==> src/frame_receive_classifier_defines.svh <==
// Assertion helpers for the receive classifier
`ifndef FRAME_RECEIVE_CLASSIFIER_DEFINES_SVH
`define FRAME_RECEIVE_CLASSIFIER_DEFINES_SVH

// same-cycle implication, clocked on clk, held off during reset
`define FRC_ASSERT_NOW(lbl, ante, cons, msg) \
    lbl: assert property (@(posedge clk) disable iff (!rst_n) (ante) |-> (cons)) \
        else $error(msg);

// next-cycle implication
`define FRC_ASSERT_NEXT(lbl, ante, cons, msg) \
    lbl: assert property (@(posedge clk) disable iff (!rst_n) (ante) |=> (cons)) \
        else $error(msg);

`endif

==> src/frc_pkg.sv <==
package frc_pkg;

    localparam int MAX_FRAME_DEFAULT = 4096;

    localparam logic [7:0] FLAG_BYTE = 8'hFE;
    localparam logic [7:0] ESC_BYTE  = 8'h5D;
    localparam logic [7:0] ADDR_EMIT = 8'h03;
    localparam logic [7:0] ADDR_PEER = 8'h01;
    localparam logic [7:0] C_SET     = 8'h03;
    localparam logic [7:0] C_UA      = 8'h07;
    localparam logic [7:0] C_DISC    = 8'h0B;
    localparam logic [7:0] C_RR1     = 8'h85;
    localparam logic [7:0] C_RR0     = 8'h05;

    localparam logic [2:0] VERDICT_REJECT = 3'd0;
    localparam logic [2:0] VERDICT_PEER   = 3'd1;
    localparam logic [2:0] VERDICT_EMIT   = 3'd2;
    localparam logic [2:0] VERDICT_SET    = 3'd3;
    localparam logic [2:0] VERDICT_DATA   = 3'd4;

    localparam logic KIND_PAYLOAD = 1'b0;
    localparam logic KIND_VERDICT = 1'b1;

    localparam int QUEUE_DEPTH = 4;
    localparam int QPTR_W      = $clog2(QUEUE_DEPTH);
    localparam int QCNT_W      = $clog2(QUEUE_DEPTH + 1);

    typedef struct packed {
        logic       kind;
        logic [7:0] payload_byte;
        logic [2:0] verdict;
    } item_t;

    // up to two results per accepted beat
    typedef struct packed {
        logic [1:0] n;
        item_t      item0;
        item_t      item1;
    } push_t;

    typedef struct packed {
        logic              nonempty;
        logic              room2;
        logic [QCNT_W-1:0] count;
    } q_status_t;

endpackage

==> src/frame_receive_classifier.sv <==
// Byte-stuffed frame receiver. One line beat (a byte, or an idle mark on
// timeout) is taken per clock while in_stall is low; in_stall rises only when
// the four-entry result queue has fewer than two free slots. Each beat is
// deframed and checked in the cycle it is taken and yields zero, one or two
// results: payload bytes one unit behind (the trailer is never shown) and one
// verdict beat, with last set, closing each frame. Results leave one per clock
// while out_stall is low, from a registered output; each result is written
// into the queue, then loaded into the output register.
`include "frame_receive_classifier_defines.svh"

module frame_receive_classifier #(
    parameter int MAX_FRAME = frc_pkg::MAX_FRAME_DEFAULT
) (
    input  logic       clk,
    input  logic       rst_n,
    input  logic       in_valid,
    output logic       in_stall,
    input  logic [7:0] rx_byte,
    input  logic       line_idle,
    output logic       out_valid,
    input  logic       out_stall,
    output logic       kind,
    output logic [7:0] payload_byte,
    output logic [2:0] verdict,
    output logic       last
);
    import frc_pkg::*;

    push_t     push;
    item_t     head;
    item_t     out_item;
    q_status_t q_st;
    logic      pop;
    logic      accept;
    logic      q_overrun;
    logic      verdict_ok;

    assign in_stall = !q_st.room2;
    assign accept   = in_valid && !in_stall;

    frc_front #(
        .MAX_FRAME(MAX_FRAME)
    ) u_front (
        .clk      (clk),
        .rst_n    (rst_n),
        .accept   (accept),
        .rx_byte  (rx_byte),
        .line_idle(line_idle),
        .push     (push)
    );

    frc_queue u_queue (
        .clk   (clk),
        .rst_n (rst_n),
        .push  (push),
        .pop   (pop),
        .head  (head),
        .status(q_st)
    );

    frc_back u_back (
        .clk      (clk),
        .rst_n    (rst_n),
        .q_status (q_st),
        .head     (head),
        .pop      (pop),
        .out_stall(out_stall),
        .out_valid(out_valid),
        .out_item (out_item)
    );

    assign kind         = out_item.kind;
    assign payload_byte = out_item.payload_byte;
    assign verdict      = out_item.verdict;
    assign last         = out_item.kind;

    assign q_overrun  = (q_st.count + QCNT_W'(push.n)) > QCNT_W'(QUEUE_DEPTH);
    assign verdict_ok = (payload_byte == 8'd0) && (verdict <= VERDICT_DATA);

    `FRC_ASSERT_NOW(a_queue_bound, push.n != 2'd0, !q_overrun, "result queue overrun")
    `FRC_ASSERT_NOW(a_no_push_idle, !accept, push.n == 2'd0, "result without accepted beat")
    `FRC_ASSERT_NEXT(a_pop_fills, pop, out_valid, "popped result not presented")
    `FRC_ASSERT_NOW(a_verdict_clean, out_valid && kind, verdict_ok, "malformed verdict beat")

endmodule

==> src/frc_front.sv <==
module frc_front #(
    parameter int MAX_FRAME = frc_pkg::MAX_FRAME_DEFAULT
) (
    input  logic          clk,
    input  logic          rst_n,
    input  logic          accept,
    input  logic [7:0]    rx_byte,
    input  logic          line_idle,
    output frc_pkg::push_t push
);
    import frc_pkg::*;

    localparam int LEN_W = $clog2(MAX_FRAME + 1);
    localparam logic [LEN_W-1:0] LEN_MAX = LEN_W'(MAX_FRAME);
    localparam logic [LEN_W-1:0] LEN_SUP = LEN_W'(4);

    typedef enum logic [1:0] {
        PH_HUNT  = 2'b01,
        PH_FRAME = 2'b10
    } phase_t;

    typedef struct packed {
        logic [1:0]       hc;
        logic [7:0]       addr;
        logic [7:0]       ctrl;
        logic [7:0]       hsum;
        logic [7:0]       bsum;
        logic [LEN_W-1:0] len;
    } frm_t;

    localparam frm_t FRM_CLEAR = '0;

    phase_t     phase_reg, phase_next;
    frm_t       frm_reg, frm_next;
    logic       fp_reg, fp_next;
    logic       hv_reg, hv_next;
    logic [7:0] hb_reg, hb_next;

    function automatic frm_t commit(input frm_t s, input logic [7:0] b);
        frm_t r;
        r = s;
        if (s.len < LEN_MAX)
            r.len = s.len + 1'b1;
        if (s.hc != 2'd3)
        begin
            r.hsum = s.hsum + b;
            if (s.hc == 2'd0)
                r.addr = b;
            else if (s.hc == 2'd1)
                r.ctrl = b;
            r.hc = s.hc + 2'd1;
        end
        else
            r.bsum = s.bsum + b;
        return r;
    endfunction

    function automatic logic [2:0] judge(input frm_t s);
        logic [2:0] v;
        v = VERDICT_REJECT;
        if (s.len < LEN_SUP || s.len >= LEN_MAX)
            v = VERDICT_REJECT;
        else if (s.len == LEN_SUP)
        begin
            // supervisory: closing flag is the fifth byte of the sum
            if (8'(s.hsum + FLAG_BYTE) == 8'd0)
            begin
                if (s.addr == ADDR_PEER && (s.ctrl inside {C_UA, C_DISC, C_RR1, C_RR0}))
                    v = VERDICT_PEER;
                else if (s.addr == ADDR_EMIT && (s.ctrl inside {C_DISC, C_UA}))
                    v = VERDICT_EMIT;
                else if (s.addr == ADDR_EMIT && s.ctrl == C_SET)
                    v = VERDICT_SET;
            end
        end
        else if (s.hsum == 8'd0 && s.addr == ADDR_EMIT && s.bsum == 8'd0)
            v = VERDICT_DATA;
        return v;
    endfunction

    logic       do_push;
    logic [7:0] push_val;
    logic       do_close;
    logic [2:0] close_ver;
    frm_t       s1;

    always_comb
    begin
        phase_next = phase_reg;
        frm_next   = frm_reg;
        fp_next    = fp_reg;
        do_push    = 1'b0;
        push_val   = rx_byte;
        do_close   = 1'b0;
        close_ver  = VERDICT_REJECT;
        s1         = commit(frm_reg, FLAG_BYTE);

        if (accept)
        begin
            case (phase_reg)
                PH_HUNT:
                begin
                    if (!line_idle && rx_byte == FLAG_BYTE)
                    begin
                        phase_next    = PH_FRAME;
                        frm_next      = FRM_CLEAR;
                        frm_next.hsum = FLAG_BYTE;
                        frm_next.len  = LEN_W'(1);
                    end
                end
                PH_FRAME:
                begin
                    if (line_idle)
                    begin
                        do_close  = 1'b1;
                        close_ver = fp_reg ? judge(frm_reg) : VERDICT_REJECT;
                    end
                    else if (fp_reg)
                    begin
                        if (rx_byte == ESC_BYTE)
                        begin
                            frm_next = commit(s1, ESC_BYTE);
                            fp_next  = 1'b0;
                            if (frm_reg.hc == 2'd3)
                            begin
                                do_push  = 1'b1;
                                push_val = FLAG_BYTE;
                            end
                            else if (s1.hc == 2'd3)
                            begin
                                // escape flag landed on last header byte
                                do_push  = 1'b1;
                                push_val = ESC_BYTE;
                            end
                        end
                        else if (rx_byte == FLAG_BYTE)
                        begin
                            frm_next = s1;
                            do_push  = (frm_reg.hc == 2'd3);
                            push_val = FLAG_BYTE;
                        end
                        else
                        begin
                            do_close  = 1'b1;
                            close_ver = judge(frm_reg);
                        end
                    end
                    else if (rx_byte == FLAG_BYTE)
                        fp_next = 1'b1;
                    else
                    begin
                        frm_next = commit(frm_reg, rx_byte);
                        do_push  = (frm_reg.hc == 2'd3);
                    end

                    // over-long: drop the frame
                    if (!do_close && frm_next.len >= LEN_MAX)
                    begin
                        do_close  = 1'b1;
                        close_ver = VERDICT_REJECT;
                    end
                end
                default:
                begin
                    phase_next = PH_HUNT;
                end
            endcase
        end

        if (do_close)
        begin
            phase_next = PH_HUNT;
            frm_next   = FRM_CLEAR;
            fp_next    = 1'b0;
        end
    end

    logic emit_held;
    assign emit_held = do_push && hv_reg;

    always_comb
    begin
        hv_next = hv_reg;
        hb_next = hb_reg;
        if (do_push)
        begin
            hv_next = 1'b1;
            hb_next = push_val;
        end
        if (do_close)
            hv_next = 1'b0;
    end

    item_t held_item, verdict_item;
    always_comb
    begin
        held_item.kind            = KIND_PAYLOAD;
        held_item.payload_byte    = hb_reg;
        held_item.verdict         = VERDICT_REJECT;
        verdict_item.kind         = KIND_VERDICT;
        verdict_item.payload_byte = 8'd0;
        verdict_item.verdict      = close_ver;
        push.n     = {1'b0, emit_held} + {1'b0, do_close};
        push.item0 = emit_held ? held_item : verdict_item;
        push.item1 = verdict_item;
    end

    always_ff @(posedge clk or negedge rst_n)
    begin
        if (!rst_n)
        begin
            phase_reg <= PH_HUNT;
            frm_reg   <= FRM_CLEAR;
            fp_reg    <= 1'b0;
            hv_reg    <= 1'b0;
        end
        else
        begin
            phase_reg <= phase_next;
            frm_reg   <= frm_next;
            fp_reg    <= fp_next;
            hv_reg    <= hv_next;
        end
    end

    always_ff @(posedge clk)
    begin
        hb_reg <= hb_next;
    end

endmodule

==> src/frc_queue.sv <==
module frc_queue (
    input  logic               clk,
    input  logic               rst_n,
    input  frc_pkg::push_t     push,
    input  logic               pop,
    output frc_pkg::item_t     head,
    output frc_pkg::q_status_t status
);
    import frc_pkg::*;

    item_t             slot_reg [QUEUE_DEPTH];
    logic [QPTR_W-1:0] wr_reg, wr_next;
    logic [QPTR_W-1:0] rd_reg, rd_next;
    logic [QCNT_W-1:0] cnt_reg, cnt_next;
    logic [QPTR_W-1:0] wr_plus1;

    assign wr_plus1 = wr_reg + 1'b1;
    assign wr_next  = wr_reg + QPTR_W'(push.n);
    assign rd_next  = rd_reg + QPTR_W'(pop);
    assign cnt_next = QCNT_W'(cnt_reg + QCNT_W'(push.n) - QCNT_W'(pop));

    assign head            = slot_reg[rd_reg];
    assign status.nonempty = (cnt_reg != '0);
    assign status.room2    = (cnt_reg <= QCNT_W'(QUEUE_DEPTH - 2));
    assign status.count    = cnt_reg;

    always_ff @(posedge clk)
    begin
        if (push.n != 2'd0)
            slot_reg[wr_reg] <= push.item0;
        if (push.n == 2'd2)
            slot_reg[wr_plus1] <= push.item1;
    end

    always_ff @(posedge clk or negedge rst_n)
    begin
        if (!rst_n)
        begin
            wr_reg  <= '0;
            rd_reg  <= '0;
            cnt_reg <= '0;
        end
        else
        begin
            wr_reg  <= wr_next;
            rd_reg  <= rd_next;
            cnt_reg <= cnt_next;
        end
    end

endmodule

==> src/frc_back.sv <==
module frc_back (
    input  logic               clk,
    input  logic               rst_n,
    input  frc_pkg::q_status_t q_status,
    input  frc_pkg::item_t     head,
    output logic               pop,
    input  logic               out_stall,
    output logic               out_valid,
    output frc_pkg::item_t     out_item
);
    import frc_pkg::*;

    logic  valid_reg, valid_next;
    item_t item_reg;

    // output register refills, when the queue holds a result, whenever it is empty or its beat is taken
    assign pop        = q_status.nonempty && (!valid_reg || !out_stall);
    assign valid_next = pop ? 1'b1 : (valid_reg && out_stall);
    assign out_valid  = valid_reg;
    assign out_item   = item_reg;

    always_ff @(posedge clk or negedge rst_n)
    begin
        if (!rst_n)
            valid_reg <= 1'b0;
        else
            valid_reg <= valid_next;
    end

    always_ff @(posedge clk)
    begin
        if (pop)
            item_reg <= head;
    end

endmodule

==> config.mk <==
export PLATFORM = sky130hd
export DESIGN_NAME = frame_receive_classifier
export DESIGN_NICKNAME = d
export VERILOG_FILES = /design/src/frc_pkg.sv /design/src/frame_receive_classifier.sv /design/src/frc_front.sv /design/src/frc_queue.sv /design/src/frc_back.sv
export VERILOG_INCLUDE_DIRS = /design/src /design/src/src
export SDC_FILE = /design/constraint.sdc
export NUM_CORES = 1
export LEC_CHECK = 0
export ABC_AREA = 0
export BUFFER_PORTS_ARGS = -buffer_cell sky130_fd_sc_hd__buf_2
export CAP_MARGIN = 10
export CORE_UTILIZATION = 55
export CTS_BUF_LIST = sky130_fd_sc_hd__clkbuf_8 sky130_fd_sc_hd__clkbuf_16
export CTS_CLUSTER_SIZE = 40
export DETAILED_ROUTE_END_ITERATION = 16
export PLACE_DENSITY = 0.72
export REMOVE_ABC_BUFFERS = 1
export SLEW_MARGIN = 20
export SYNTH_ARGS = -nofsm -noshare
export SYNTH_HDL_FRONTEND = slang
export SYNTH_SLANG_ARGS = --single-unit
==> constraint.sdc <==
create_clock -name clk -period 4.18 [get_ports clk]
set_input_delay 1.045 -clock clk [delete_from_list [all_inputs] [get_ports clk]]
set_output_delay 1.045 -clock clk [all_outputs]
set_load 0.005 [all_outputs]
==> results of run 1 <==
## power groups by stage
stage | sequential, uW | clock (uW) | combinational [uW]
global placement | 2000 | 0 | 2010
global route | 2040 | 1490 | 2300
floorplan | 1950 | 0 | 1410
finish | 2000 | 1420 | 2080
detailed placement | 2010 | 0 | 2050
CTS | 1990 | 1430 | 2060
## worst register-to-register path, cell delays in order, from the launching register on
cell and delay [ps]:
dfrtp_1 500, inv_1 130, ha_1 320, mux2_2 300, ha_1 240, nor2b_1 160, mux2_2 310, and4_1 230
a21oi_1 280, inv_2 60, ha_1 300, ha_1 220, fa_1 370, xnor2_1 130
## cell usage in the layout (no fill, tap or decap), types with 27 or more instances in the layout
cell type / synthesis / final
nor2_1: 79 / 79
a21oi_1: 77 / 77
nand2_1: 74 / 74
dfrtp_1: 58 / 58
o21ai_0: 55 / 55
nor3_1: 54 / 54
inv_1: 51 / 53
buf_4: 4 / 37
dfxtp_1: 36 / 36
ha_1: 33 / 33
edfxtp_1: 32 / 32
buf_2: 12 / 27
## final cells by class
cell class	count	area, um^2	share of cell area [%]
Inverter	52	195	2.03
Tap cell	211	264	2.74
Multi-Input combinational cell	737	5010	52.1
Sequential cell	127	3160	32.8
Clock buffer	20	489	5.09
Clock inverter	12	85.1	0.885
Timing Repair Buffer	64	413	4.29
## kinds of logic after synthesis
| group | share of synthesized area (%) |
|---|---|
| simple gates | 19.5 |
| flops | 36.6 |
| mux | 4.87 |
| fa+ha+maj | 5.48 |
| compound gates | 24.1 |
| xor+xnor | 4.06 |
| buf+inv | 5.35 |
## worst paths after layout
check                           cells after the start                    from                     end  slack [ps]
worst max-delay path                               13      u_front.frm_reg[0]      u_queue.cnt_reg[2]         510
worst min-delay path                                2  u_queue.slot_reg[3][9]  u_queue.slot_reg[3][9]         470
worst max register to register                     13      u_front.frm_reg[0]      u_queue.cnt_reg[2]         510
worst min register to register                      2  u_queue.slot_reg[3][9]  u_queue.slot_reg[3][9]         470
max in group asynchronous                           3                   rst_n       u_queue.wr_reg[1]        2420
min in group asynchronous                           1                   rst_n      u_front.frm_reg[2]         760
## layer usage
| metal | wire length (um) | global-route usage [%] | up-vias |
|---|---|---|---|
| met5 | 0 | 0 | - |
| met4 | 864 | 13.6 | 0 |
| met3 | 1790 | 6.16 | 78 |
| met2 | 11000 | 48.9 | 384 |
| met1 | 10400 | 41.4 | 3794 |
| li1 | - | - | 3711 |
## per-stage QoR
step	setup TNS [ps]	util (%)	instance area (um^2)
2_1_floorplan	-2920	-	8360
3_3_place_gp	0	59.3	9040
3_5_place_dp	0	59.3	9040
4_1_cts	0	63.0	9620
5_1_grt	0	63.0	9620
6_report	0	63.0	9620
==> flow_summary_export.csv, run 1 <==
group,metric,value,unit
global_routing,overflow,0,
critical_path,critPathRequiredTime,4490,ps
power,pwr-share-seq,36.3,%
power,p_leak,0.00372,uW
timing,maxSlewHeadroom,36.1,%
worst_hold_path,hp-class,"register to register",
power,power.density,572,nW/um^2
die,start_util,56.5,%
clock_tree,cts_setup_buffers,0,
power,finalPower,5500,uW
clock_tree,cts_resized,0,
synthesis,synth_warnings,0,
global_routing,grt_max_degree,38,
die,pin_count,28,
die,die_area,16200,um^2
synthesis,ys_seq_elements,127,
critical_path,cp_max_fo,7,
synthesis,yosys-top-cells-area,"dfrtp_1 17%, edfxtp_1 11%, dfxtp_1 8.4%",
routing,vias,7967,
synthesis,ys.flop_type,"dfrtp_1",
routing,first_pass_iters,5,
clock_tree,insertion_delay,420,ps
critical_path,slowest_delay,500,ps
timing,finalHoldViolCount,0,
synthesis,syn_area,8630,um^2
global_routing,first_global_vias,7429,
placed_design,gp_congestion,0.941,
synthesis,syn_area_per_cell,8.85,um^2
global_routing,antenna_found_initial,0,
timing,final.setup.worst_slack,514,ps
clock_tree,cts_sinks,127,
timing,slew_viol_final,0,
timing,fmax,0.273,GHz
power,power.switching,2150,uW
clock_tree,cts_hold_buf,0,
timing,period_share,87.7,%
timing,setup_violations,0,
synthesis,synth-edff-count,32,
clock_tree,clk_pin_slew_worst_paths,60,ps
placed_design,place_ws,337,ps
die,rows,45,
routing,ant_nets,0,
clock_tree,clockBufferDepth,2,
synthesis,synth_cell_types,90,
critical_path,crit_type,"register to register",
synthesis,syn_inst,975,
routing,drt-vias-per-instance,6.51,
timing,whs,466,ps
synthesis,synth_most_common_cell,"nor2_1",
clock_tree,cts_inserted_buffers,17,
global_routing,grt_use_total,30.9,%
finish,antenna_cells,0,
routing,drt-initial-drc-count,881,
clock_tree,cts_root_buf,"clkbuf_16",
clock_tree,cts_tree,"done",
power,peakVddDrop,0.433,mV
die,die_y,127,um
critical_path,path_cells,"inv_1 -> ha_1 -> mux2_2 -> ha_1 -> nor2b_1 -> mux2_2 -> and4_1 -> a21oi_1 -> inv_2 -> ha_1 -> ha_1 -> fa_1 -> xnor2_1",
power,power.internal,3350,uW
critical_path,crit_family,"adder cells",
synthesis,synthArstFlopShare,46.5,%
status,outcome,"finished clean",
synthesis,synth.top_cell.area_share,16.8,%
critical_path,crit_slowest_cell,"dfrtp_1",
critical_path,worstPathArrival,3980,ps
job,drv_cap,0,
synthesis,yosys-top-cells-count,"79 x nor2_1, 77 x a21oi_1, 74 x nand2_1",
power,pwr-share-comb,37.9,%
timing,worst_slew_pin_slew,958,ps
finish,drive_gt1_share,14.4,%
finish,area_growth,11.5,%
routing,drc_errors,0,
finish,nets,1048,
placed_design,post-place-cells,1191,
timing,fin_crit,3670,ps
timing,fin_skew,9.19,ps
finish,largest_register_ffs,48,
critical_path,cp-end-kind,"register",
placed_design,hpwl,17000,um
timing,rsz0062_at_grt,"no",
global_routing,grt_first_pass_wirelength,38900,um
routing,wl,24000,um
die,core-area,15300,um^2
synthesis,synth_area_leader_cell,"dfrtp_1",
finish,final_cells,1223,
critical_path,start_kind,"register",
synthesis,ys_seq_area_share,36.6,%
die,die_w,127,um
clock_tree,cts_max_level,4,
power,p_sw_share,39.1,%
routing,wl_per_cell,19.6,um
power,clkPwrFrac,25.8,%
critical_path,path_buf_inv,2,
finish,fillers,1282,
critical_path,cp_common_cell,"ha_1",
placed_design,io_buffer_count,27,
Power figures use the tool's default switching activity.
==> inputs of run 2 (changes only) <==
ABC_AREA = 1   (was 0)
==> flow_summary_export.csv, run 2 <==
group,metric,value,unit
timing,worst_slew_pin_slew,1080,ps
routing,ant_nets,0,
synthesis,synth.top_cell.area_share,16.5,%
finish,stdcell_area,9750,um^2
placed_design,hpwl,19300,um
finish,area_growth,10.9,%
synthesis,yosys-top-cells-count,"290 x nand2_1, 137 x inv_1, 111 x nor2_1",
timing,setup_violations,0,
synthesis,ys_seq_elements,127,
global_routing,grt_max_degree,43,
die,die_area,16500,um^2
finish,drive_gt1_share,11.5,%
routing,wl_per_cell,17.7,um
finish,antenna_cells,0,
critical_path,cp-end-kind,"register",
synthesis,ys_seq_area_share,35.9,%
die,core-area,15400,um^2
die,die_w,128,um
routing,first_pass_iters,6,
timing,fin_crit,3640,ps
critical_path,r2r_setup_slack,770,ps
synthesis,syn_area,8790,um^2
synthesis,synth-edff-count,32,
clock_tree,cts_tree,"done",
timing,fin_setup_tns,0,ps
timing,rsz0062_at_grt,"no",
clock_tree,clockBufferDepth,2,
global_routing,use_met1,42.4,%
power,power.density,586,nW/um^2
critical_path,path_cells,"buf_2 -> inv_1 -> nor4_2 -> nand2_2 -> inv_2 -> nor2_2 -> inv_2 -> nand2_2 -> nand3_4 -> nor2_8 -> ha_1 -> inv_1 -> ha_1 -> inv_1 -> fa_1 -> xnor2_1",
finish,largest_register_ffs,48,
critical_path,start_kind,"input pin",
timing,whs,452,ps
die,die_y,128,um
die,start_util,57.0,%
synthesis,yosys-top-cells-area,"dfrtp_1 17%, nand2_1 12%, edfxtp_1 11%",
timing,finalHoldViolCount,0,
worst_hold_path,hp-class,"register to register",
global_routing,use_met3,7.11,%
synthesis,synth_most_common_cell,"nand2_1",
critical_path,crit_start,"rx_byte[1]",
synthesis,syn_area_per_cell,7.25,um^2
clock_tree,cts_max_level,4,
clock_tree,cts_resized,0,
clock_tree,cts_hold_buf,0,
routing,drt-initial-drc-count,703,
routing,drc_errors,0,
global_routing,gr-usage-met2,53.3,%
clock_tree,cts_root_buf,"clkbuf_16",
finish,layout_commonest_cell,"nand2_1",
synthesis,synth_cell_types,63,
critical_path,worstPathArrival,3940,ps
synthesis,syn_inst,1213,
global_routing,first_global_vias,8051,
timing,fin_skew,6.94,ps
clock_tree,cts_setup_buffers,0,
placed_design,io_buffer_count,27,
placed_design,post_dp_cell_area,9170,um^2
timing,slew_viol_final,0,
status,outcome,"finished clean",
worst_hold_path,min_from,"u_queue.slot_reg[2][11]",
die,pin_count,28,
finish,final_util,63.2,%
timing,period_share,87.0,%
critical_path,critPathRequiredTime,4490,ps
routing,wl,26000,um
clock_tree,cts_sinks,127,
critical_path,crit_slowest_cell,"nor2_2",
global_routing,busiest_layer,"met2",
synthesis,synth_area_leader_cell,"dfrtp_1",
clock_tree,cts_inserted_buffers,17,
global_routing,grt_first_pass_wirelength,42000,um
placed_design,gp_congestion,0.976,
timing,fmax,0.275,GHz
global_routing,grt_use_total,33.1,%
clock_tree,clk_pin_slew_worst_paths,60,ps
critical_path,cp_max_fo,16,
job,drv_cap,0,
critical_path,cp_common_cell,"inv_1",
global_routing,overflow,0,
finish,nets,1294,
clock_tree,insertion_delay,420,ps
die,rows,45,
finish,most-common-layout-cells,"290 x nand2_1, 138 x inv_1, 111 x nor2_1",
timing,maxSlewHeadroom,27.5,%
synthesis,synth_warnings,0,
global_routing,antenna_found_initial,0,
power,peakVddDrop,0.383,mV
power,p_leak,0.00445,uW
critical_path,timing.rr.start,"u_front.frm_reg[0]",
critical_path,crit_type,"input pin to register",
critical_path,slowest_delay,630,ps
synthesis,synthArstFlopShare,46.5,%
routing,vias,8688,
synthesis,ys.flop_type,"dfrtp_1",
routing,drt-vias-per-instance,5.91,
## run 2: changes by cell type in the layout (fill, tap and decap cells not counted), moves of 14 or more
cell	delta
xnor2_1	-15
nand2_1	+216
o21ai_0	+51
inv_1	+85
nand3_1	+37
or3_1	-24
nor2_1	+32
o21ai_1	+20
buf_4	-14
nand4_1	+28
a21oi_1	-27
nor3_1	-21
## run 2: critical path, delay by kind of cell
kind                       cells  cell delay (ps)
xor gates and xnor gates       1              140
adders and majority gates      3              920
buffers and inverters          6              530
and+or+nand+nor                6             1290
## run 2: through the flow
stage / worst slack, ps / power, uW / cells
2_1_floorplan: 125 / 3440 / 1177
3_5_place_dp: 132 / 4210 / 1437
6_report: 544 / 5720 / 1469
3_3_place_gp: 253 / 4190 / 1437
5_1_grt: 312 / 6110 / 1469
4_1_cts: 563 / 5690 / 1469
## run 2: cell type report
class	count	area, um^2
clock buffers	18	439
clock inverters	14	141
fillers	1449	5680
inverters	152	573
multi-input cells	898	4870
flip-flops and latches	127	3160
well taps	211	264
repair buffers	49	303
## run 2: kinds of logic (layout without fill, tap and decap cells)
group / count (synthesis) / in the layout / synth area share, %
fa+ha+maj: 36 / 36 / 5.38
xor+xnor: 21 / 21 / 2.18
simple gates: 574 / 574 / 29.5
compound gates: 267 / 267 / 18.3
flops: 127 / 127 / 35.9
buf+inv: 188 / 233 / 8.69
## run 2: where the power goes
| part | internal (uW) | switching [uW] |
|---|---|---|
| logic | 784 | 1600 |
| clock network | 890 | 579 |
| registers | 1570 | 291 |
## run 2: layer usage
metal  vias up  share of wire, %
li1       4175                 -
met1      4032                42
met2       398                46
met3        83               7.5
met4         0               4.1
met5         -                 0
## run 2: worst paths after layout
kind | to | depth (start not counted)
setup reg to reg | u_queue.cnt_reg[2] | 20
min in group asynchronous | u_front.frm_reg[25] | 1
max in group asynchronous | u_front.frm_reg[29] | 2
hold reg to reg | u_queue.slot_reg[2][11] | 2
hold / removal | u_queue.slot_reg[2][11] | 2
setup / recovery | u_queue.cnt_reg[2] | 16
==> inputs of run 3 (changes only) <==
GPL_TIMING_DRIVEN = 0   (was not set)
==> flow_summary_export.csv, run 3 (same netlist as run 2, synthesis figures left out) <==
group,metric,value,unit
clock_tree,insertion_delay,430,ps
clock_tree,cts_hold_buf,0,
status,outcome,"finished clean",
routing,ant_nets,0,
clock_tree,cts_root_buf,"clkbuf_16",
power,power.switching,2440,uW
clock_tree,clockBufferDepth,2,
worst_hold_path,hp-class,"register to register",
timing,whs,451,ps
power,power.internal,3220,uW
critical_path,cp_max_fo,21,
global_routing,first_global_vias,8057,
routing,wl,24700,um
die,core-area,15400,um^2
timing,fmax,0.247,GHz
power,power.density,581,nW/um^2
clock_tree,cts_max_level,4,
finish,largest_register_ffs,48,
finish,drive_gt1_share,11.4,%
global_routing,grt_first_pass_wirelength,40000,um
finish,nets,1282,
routing,vias,8595,
timing,setup_violations,0,
power,pwr-share-comb,39.8,%
placed_design,gp_congestion,0.944,
routing,drt-vias-per-instance,5.90,
die,pin_count,28,
timing,maxSlewHeadroom,43.3,%
routing,first_pass_iters,7,
placed_design,hpwl,17300,um
routing,wl_per_cell,17.0,um
placed_design,post_dp_cell_area,9050,um^2
finish,most-common-layout-cells,"289 x nand2_1, 137 x inv_1, 110 x nor2_1",
global_routing,antenna_found_initial,0,
critical_path,critPathRequiredTime,4500,ps
placed_design,io_buffer_count,27,
finish,stdcell_area,9730,um^2
routing,drt-initial-drc-count,874,
power,peakVddDrop,0.391,mV
timing,finalHoldViolCount,0,
critical_path,crit_type,"input pin to register",
timing,slew_viol_final,0,
finish,multiInputGateArea,4890,um^2
critical_path,start_kind,"input pin",
global_routing,overflow,0,
routing,drc_errors,0,
finish,area_growth,10.7,%
job,drv_cap,0,
global_routing,grt_max_degree,43,
finish,regArea,3160,um^2
clock_tree,cts_inserted_buffers,17,
die,start_util,57.0,%
global_routing,grt_use_total,31.3,%
die,die_w,128,um
timing,fin_skew,13.3,ps
die,die_y,128,um
finish,antenna_cells,0,
die,die_area,16500,um^2
clock_tree,cts_sinks,127,
clock_tree,clk_pin_slew_worst_paths,60,ps
finish,fillers,1445,
finish,layout_commonest_cell,"nand2_1",
power,clkPwrFrac,26.6,%
power,p_leak,0.00441,uW
timing,fin_crit,4040,ps
critical_path,cp-end-kind,"register",
die,rows,45,
clock_tree,cts_tree,"done",
power,p_sw_share,43.2,%
critical_path,worstPathArrival,4360,ps
timing,period_share,96.7,%
power,pwr-share-seq,33.5,%
timing,worst_slew_pin_slew,850,ps
==> run 3: routing by layer <==
metal / up-vias / GRT usage [%] / share of wire [%]
met5: - / 0 / 0
li1: 4159 / - / -
met4: 0 / 14.6 / 3.6
met1: 3981 / 38.9 / 41
met3: 86 / 5.20 / 7.6
met2: 369 / 53.2 / 47
==> run 3: critical path, cell delays in order <==
cell and delay, ps:
buf_2 220, inv_1 110, nor4_2 300, nand2_2 210, inv_6 180, nor2_4 70
inv_2 250, nor2_2 150, inv_2 130, nand3_2 150, nand2_4 300, inv_4 160
ha_1 340, ha_1 220, fa_1 380, xnor2_1 140
==> run 3: through the flow <==
step                setup slack, ps  utilization, %  power, uW  setup TNS, ps  std cells
finish                          137            63.1       5660              0       1457
detailed placement            -1270            58.6       4120         -86860       1417
global route                  -2.44            63.1       6060          -2.44       1457
global placement              -1320            58.3       4050         -91550       1415
floorplan                       125               -       3440              0       1177
CTS                            19.8            62.7       5630              0       1450
==> run 3: what timing repair did <==
action / in CTS / in global routing
endpoints found under the setup margin: 109 / 19
resized for setup: 7 / 3
pin swaps: 1 / 2
buffers inserted: 1 / 7
endpoints found under the hold margin: 0 / 0
==> run 3: final timing paths <==
| kind | end | startpoint | slack (ps) | cells past startpoint |
|---|---|---|---|---|
| worst max-delay path | u_queue.cnt_reg[2] | rx_byte[1] | 140 | 16 |
| worst min-delay path | u_queue.slot_reg[1][11] | u_queue.slot_reg[1][11] | 450 | 2 |
| worst max register to register | u_queue.cnt_reg[2] | u_front.fp_reg | 160 | 12 |
| worst min register to register | u_queue.slot_reg[1][11] | u_queue.slot_reg[1][11] | 450 | 2 |
| max in group asynchronous | u_front.phase_reg[0] | rst_n | 3160 | 2 |
| min in group asynchronous | u_front.frm_reg[10] | rst_n | 480 | 1 |
==> run 3: final cells by class <==
type / instances / share of cell area, %
Inverter: 152 / 6.00
Clock inverter: 12 / 1.21
Tap cell: 211 / 2.71
Sequential cell: 127 / 32.5
Clock buffer: 20 / 4.91
Timing Repair Buffer: 37 / 2.43
Multi-Input combinational cell: 898 / 50.3
==> run 3: power groups by stage <==
| stage | Combinational, uW | Sequential [uW] | Clock (uW) |
|---|---|---|---|
| floorplan | 1620 | 1820 | 0 |
| global placement | 2140 | 1910 | 0 |
| detailed placement | 2210 | 1910 | 0 |
| CTS | 2220 | 1890 | 1520 |
| global route | 2550 | 1940 | 1570 |
| finish | 2250 | 1900 | 1510 |
